===== src/hdl/gws_pkg.sv =====
// Shared types, constants and the word compare for the grid word search counter.
// No dependencies; gws_line_buf, gws_match and the top level refer to this package by scoped names.
package gws_pkg;

    localparam int CHAR_W        = 8;
    localparam int MATCH_W       = 3;
    localparam int TOTAL_W       = 24;
    localparam int ROW_W_W       = 9;
    localparam int WORD_LEN      = 4;
    localparam int ROW_SLOTS     = 3;
    localparam int MAX_COLS_DEF  = 256;

    localparam int S_TDATA_W     = 8;
    localparam int S_TUSER_W     = 1;
    localparam int M_TDATA_W     = 32;
    localparam int M_PAD_W       = M_TDATA_W - MATCH_W - TOTAL_W;

    localparam int APB_DATA_W    = 32;
    localparam int APB_ADDR_W    = 3;

    // register index, taken from paddr above the byte offset
    localparam logic [0:0] REG_ROW_WIDTH = 1'b0;

    localparam logic [ROW_W_W-1:0] ROW_WIDTH_RST = 9'd140;
    localparam logic [TOTAL_W-1:0] TOTAL_MAX     = {TOTAL_W{1'b1}};

    localparam logic [CHAR_W-1:0] WORD [WORD_LEN] = '{8'h58, 8'h4D, 8'h41, 8'h53};

    // Characters of the rows above, as seen at the current column.
    typedef struct packed {
        logic [CHAR_W-1:0] up1_here;   // one row up, same column
        logic [CHAR_W-1:0] up1_ahead;  // one row up, one column right
        logic [CHAR_W-1:0] up2_here;
        logic [CHAR_W-1:0] up2_ahead;  // two rows up, two columns right
        logic [CHAR_W-1:0] up3_here;   // three rows up; also the displaced entry
        logic [CHAR_W-1:0] up3_ahead;  // three rows up, three columns right
    } taps_t;

    // Per-item control carried along with the line buffer read.
    typedef struct packed {
        logic [CHAR_W-1:0] cur;
        logic              first;
        logic              col_ge3;
        logic              full_rows;
        logic              ahead_ok;
    } item_t;

    // True when the four characters spell the word forward or backward.
    function automatic logic word_hit(input logic [CHAR_W-1:0] a,
                                      input logic [CHAR_W-1:0] b,
                                      input logic [CHAR_W-1:0] c,
                                      input logic [CHAR_W-1:0] d);
        logic [CHAR_W-1:0] w [WORD_LEN];
        logic              fwd;
        logic              rev;
        w[0] = a;
        w[1] = b;
        w[2] = c;
        w[3] = d;
        fwd  = 1'b1;
        rev  = 1'b1;
        for (int k = 0; k < WORD_LEN; k++) begin
            if (w[k] != WORD[k]) begin
                fwd = 1'b0;
            end
            if (w[k] != WORD[WORD_LEN-1-k]) begin
                rev = 1'b0;
            end
        end
        return fwd || rev;
    endfunction

endpackage


===== src/hdl/gws_match.sv =====
// Window compare for one cell: horizontal, vertical, diagonal and anti-diagonal.
// Keeps the short column history of reads and characters. Depends on gws_pkg.
module gws_match (
    input  logic                        aclk,
    input  logic                        shift,
    input  gws_pkg::item_t              item,
    input  gws_pkg::taps_t              taps,
    output logic [gws_pkg::MATCH_W-1:0] hit_count
);

    logic [gws_pkg::CHAR_W-1:0] cur_h1_reg, cur_h2_reg, cur_h3_reg;
    logic [gws_pkg::CHAR_W-1:0] up1_h1_reg;
    logic [gws_pkg::CHAR_W-1:0] up2_h1_reg, up2_h2_reg;
    logic [gws_pkg::CHAR_W-1:0] up3_h1_reg, up3_h2_reg, up3_h3_reg;
    logic                       hit_horiz, hit_vert, hit_diag, hit_anti;

    // advance the history once per item, as it leaves this stage
    always_ff @(posedge aclk) begin
        if (shift) begin
            cur_h1_reg <= item.cur;
            cur_h2_reg <= cur_h1_reg;
            cur_h3_reg <= cur_h2_reg;
            up1_h1_reg <= taps.up1_here;
            up2_h1_reg <= taps.up2_here;
            up2_h2_reg <= up2_h1_reg;
            up3_h1_reg <= taps.up3_here;
            up3_h2_reg <= up3_h1_reg;
            up3_h3_reg <= up3_h2_reg;
        end
    end

    always_comb begin
        hit_horiz = item.col_ge3 &&
                    gws_pkg::word_hit(cur_h3_reg, cur_h2_reg, cur_h1_reg, item.cur);
        hit_vert  = item.full_rows &&
                    gws_pkg::word_hit(taps.up3_here, taps.up2_here, taps.up1_here, item.cur);
        hit_diag  = item.full_rows && item.col_ge3 &&
                    gws_pkg::word_hit(up3_h3_reg, up2_h2_reg, up1_h1_reg, item.cur);
        hit_anti  = item.full_rows && item.ahead_ok &&
                    gws_pkg::word_hit(taps.up3_ahead, taps.up2_ahead, taps.up1_ahead,
                                      item.cur);
        hit_count = gws_pkg::MATCH_W'(hit_horiz) + gws_pkg::MATCH_W'(hit_vert) +
                    gws_pkg::MATCH_W'(hit_diag) + gws_pkg::MATCH_W'(hit_anti);
    end

endmodule


===== config.mk =====
export PLATFORM = sky130hd
export DESIGN_NAME = gws_match
export DESIGN_NICKNAME = d
export VERILOG_FILES = /design/src/hdl/gws_pkg.sv /design/src/hdl/gws_match.sv
export SDC_FILE = /design/constraint.sdc
export NUM_CORES = 1
export LEC_CHECK = 0
export BUFFER_PORTS_ARGS = -buffer_cell sky130_fd_sc_hd__buf_2
export CAP_MARGIN = 10
export CORE_ASPECT_RATIO = 1.4
export CORE_UTILIZATION = 59
export CTS_BUF_LIST = sky130_fd_sc_hd__clkbuf_8
export CTS_CLUSTER_SIZE = 16
export DETAILED_ROUTE_END_ITERATION = 6
export HOLD_SLACK_MARGIN = 0.05
export PLACE_DENSITY = 0.88
export SLEW_MARGIN = 40
export SYNTH_ARGS = -nofsm -noshare
export SYNTH_HDL_FRONTEND = slang
export SYNTH_SLANG_ARGS = --single-unit

===== constraint.sdc =====
create_clock -name aclk -period 4.88 [get_ports aclk]
set_input_delay 0.976 -clock aclk [delete_from_list [all_inputs] [get_ports aclk]]
set_output_delay 0.976 -clock aclk [all_outputs]
set_load 0.02 [all_outputs]

# Yosys cells after proc, flatten, opt, wreduce, memory -nomap -nowiden
# Index checks and enable logic that the tools add are counted.
# totals
in_bits,62
out_inout_bits,3
ff_bits,72
word_cells,80
# classes
muxes,32
add_sub_neg,3
n_reduce_logical,10
eq_ne,26
# op_table
op,n
inequality test 8 x 7 -> 1 bit (second input constant),26
2-to-1 mux 1 bit,32
logical AND 1 bit,6
logical OR 1 bit,4
adder 2 x 1 -> 3 bit,1
adder 3 x 1 -> 3 bit,1
adder 1 x 1 -> 2 bit,1

# Depth between registers and ports, before layout
# depth
depth_word,10
mapped_depth,7
mapped_depth_nobuf,7

# Least setup slack after synthesis
# Ideal clock, no wire load.
# synth_timing
kind,in2out
start,in item[7] in the netlist's numbering
end,out hit_count[1] in the netlist's numbering
arrival_time_ns,2.829
stages,7
path_buffers,0
required_ns,3.904
setup_slack_ns,1.075
cell_sequence,and4bb_1 -> nand3_1 -> a2111o_1 -> fa_1 -> inv_1 -> ha_1 -> ha_1
# synth_between
elab_chain_len,7
word_cells_on_any_way,21
classes_between,add/sub: 3; eq/ne: 2; mux: 8; reduce/logical: 8
# synth_lines
item,line_no,rtl
start: declaration,gws_match.sv:6,"input gws_pkg::item_t item,"
"inequality test 8 x 7 -> 1 bit, on equally long branches","gws_pkg.sv:63, gws_pkg.sv:66",
"2-to-1 mux 1 bit, on equally long branches","gws_pkg.sv:63, gws_pkg.sv:66",
logical OR 1 bit,gws_pkg.sv:70,return fwd || rev;
"logical AND 1 bit, on equally long branches","gws_match.sv:33, gws_match.sv:35",
adder 1 x 1 -> 2 bit,gws_match.sv:42,hit_count = gws_pkg::MATCH_W'(hit_horiz) + gws_pkg::MATCH_W'(hit_vert) +
adder 2 x 1 -> 3 bit,gws_match.sv:42,
adder 3 x 1 -> 3 bit (*),gws_match.sv:43,gws_pkg::MATCH_W'(hit_diag) + gws_pkg::MATCH_W'(hit_anti);
end: declaration,gws_match.sv:8,output logic [gws_pkg::MATCH_W-1:0] hit_count
# Every way passes the cells marked *; elsewhere a longest branch is shown, timed or not.

# Worst setup path in the final report
# layout_timing
start,in item[4] in the netlist's numbering
end,out hit_count[1] in the netlist's numbering
# The elaborated chain is that of the path after synthesis.

==> results.toml <==
[run_status]
outcome = "finished clean"

[layout]
n_antenna_cell = 0
final_cell_mix = "edfxtp_1, buf_2, nor4bb_1"
fin_nets = 274
stdcell_area_mm2 = 0.003269
layout-drive-gt1-share_pct = 37.85
syn2layout_area_growth_pct = 21.82
layout.cells.non_filler = 274
nFillCells = 257
final_common_cell = "edfxtp_1"

[placed_design]
hpwl_mm = 3.442
dp_slack_ps = 704.8
place_congestion = 0.7354
port_buffers = 63
placed_cells = 258
dpl-instance-area_mm2 = 0.003082

[sta]
layout_min_cycle_time_ps = 4150
fin_crit_sh_pct = 85.04
tns_ps = 0
hold_viol = 0
max_freq_mhz = 241.0
worst_clock_skew_ps = 5.718
finalMaxSlewViolations = 0
rsz0062_at_grt = "false"
fin_ws_ps = 730.1
setup_violations = 0
tightest_slew_ps = 754.1
relSlewSlack_pct = 49.73

[global_route]
grt_overflow = 0
grt_pass1_vias = 1585
grt_pass1_wl_mm = 6.796
track_usage_pct = 20.63
grt_start_max_net_pins = 38
antenna_found_initial = 0

[power_and_ir_drop]
leakagePower_nw = 1.214
power_density_mw_per_mm2 = 378.4
peakVddDrop_v = 0.0003369
design_power_total_w = 0.001237

[floorplan]
dieArea_mm2 = 0.004826
die_h_um = 81.80
initial_core_util_pct = 62.28
core_region_area_mm2 = 0.004309
io-pin-count = 65
fp.dieW_um = 59
num_rows = 28

[setup_path]
arrival_ps = 3170
r2r_slack_ps = 4180
r2r_cells = 0
slowest_stage = "fa_1"
critPathMaxFanout = 4
crit_type = "input pin to primary output"
cp_cell_sequence = "buf_2, nor4b_4, nand3_1, a2111o_1, fa_1, inv_1, ha_1, ha_1, buf_2"
required_ps = 3900
endpoint_kind = "primary output"
critPathLaunchType = "input pin"
slowest_delay_ps = 480

[clocking]
cts.sink_count = 72
post-cts-setup-buffer-count = 0
cts_tree = "yes"
numCtsBuffers = 9
clk_latency_ps = 330
clock_tree.htree_level_count = 3
clockBufferDepth = 2
cts.clk_slew.worst_paths_ps = 70
clockRootBuffer = "clkbuf_8"
cts_resized = 0
ctsHoldBuffers = 0

[hold_path]
min_path_type = "flop to flop"
whs_path_depth = 0

[route]
vias_per_cell = 5.704
drt_iter0_markers = 63
num_vias = 1563
drc = 0
routedWlPerCell_um = 16.82
postRouteAntennaNets = 0
wl_mm = 4.608
dr.pass1.iters = 4

[logic_synthesis]
syn_inst = 134
yosysUniqueCellTypes = 19
ys_warn_count = 0
netlist_area_mm2 = 0.002684
syn-num-nets = 199
ys_ff_latch = 72
yosysSeqAreaShare_pct = 80.56
synth.avg_cell_area_um2 = 20.03

[run]
drv_cap = 0
[layer usage]
layer | track usage, % | part of all wire [%] | vias up | wire, um
met5 | 0 | 0 | - | 0
met4 | 13.10 | 3.2 | 0 | 146
met3 | 6.299 | 4.9 | 17 | 227
met2 | 36.48 | 55 | 64 | 2551
met1 | 20.67 | 37 | 756 | 1683
li1 | - | - | 726 | -
[synth_stat cells]
| cell | count | area [um^2] |
|---|---|---|
| a2111o_1 | 1 | 11.26 |
| fa_1 | 1 | 20.02 |
| ha_1 | 2 | 25.02 |
| and4b_1 | 4 | 40.04 |
| edfxtp_1 | 72 | 2162 |
| nor4_1 | 1 | 6.260 |
| nor2_1 | 4 | 15.01 |
| a2111oi_2 | 1 | 15.01 |
| and4bb_1 | 1 | 12.51 |
| nand3_1 | 8 | 40.04 |
| a211o_1 | 2 | 17.52 |
| nor4b_4 | 1 | 23.77 |
| inv_1 | 2 | 7.510 |
| nand4_1 | 5 | 31.28 |
| nor4bb_1 | 13 | 130.1 |
| nor4b_1 | 11 | 96.34 |
| nor2b_1 | 1 | 6.260 |
| and4bb_2 | 1 | 12.51 |
| nand2_1 | 3 | 11.26 |
[cell type report]
| class | instances | area (um^2) | share of cell area [%] |
|---|---|---|---|
| inverters | 2 | 7.507 | 0.2296 |
| clock buffers | 9 | 123.9 | 3.789 |
| clock inverters | 7 | 63.81 | 1.952 |
| repair buffers | 64 | 322.8 | 9.874 |
| well taps | 60 | 75.07 | 2.296 |
| flip-flops and latches | 72 | 2162 | 66.13 |
| multi-input cells | 60 | 514.2 | 15.73 |
[critical path: cells and delay by family]
family          cells  cell delay, ps
buf+inv             3             340
fa+ha+maj           3             950
compound gates      1             400
simple gates        2             500
[final timing paths]
check	start	to
worst min-delay path	up3_h2_reg[5]	up3_h3_reg[5]
worst min register to register	up3_h2_reg[5]	up3_h3_reg[5]
worst max-delay path	item[4]	hit_count[1]
worst max register to register	cur_h2_reg[4]	cur_h3_reg[4]
[per-stage QoR]
stage	utilization (%)	hold WS [ps]
CTS	75.87	422.9
floorplan	-	400.3
global placement	71.52	401.1
global route	75.87	430.1
detailed placement	71.52	404.5
finish	75.87	419.1
[power breakdown]
group          leakage [nW]  internal (W)  switching, W
registers             0.705      0.000733     0.0000166
logic                 0.412     0.0000279     0.0000280
clock network        0.0978      0.000231      0.000201
[logic make-up (layout without fill, tap and decap cells)]
group	count (synthesis)	count (layout)	share of synthesized area [%]
buf+inv	2	82	0.2798
flops	72	72	80.56
simple gates	53	53	15.85
fa+ha+maj	3	3	1.678
compound gates	4	4	1.632
(Power assumes the default switching activity.)
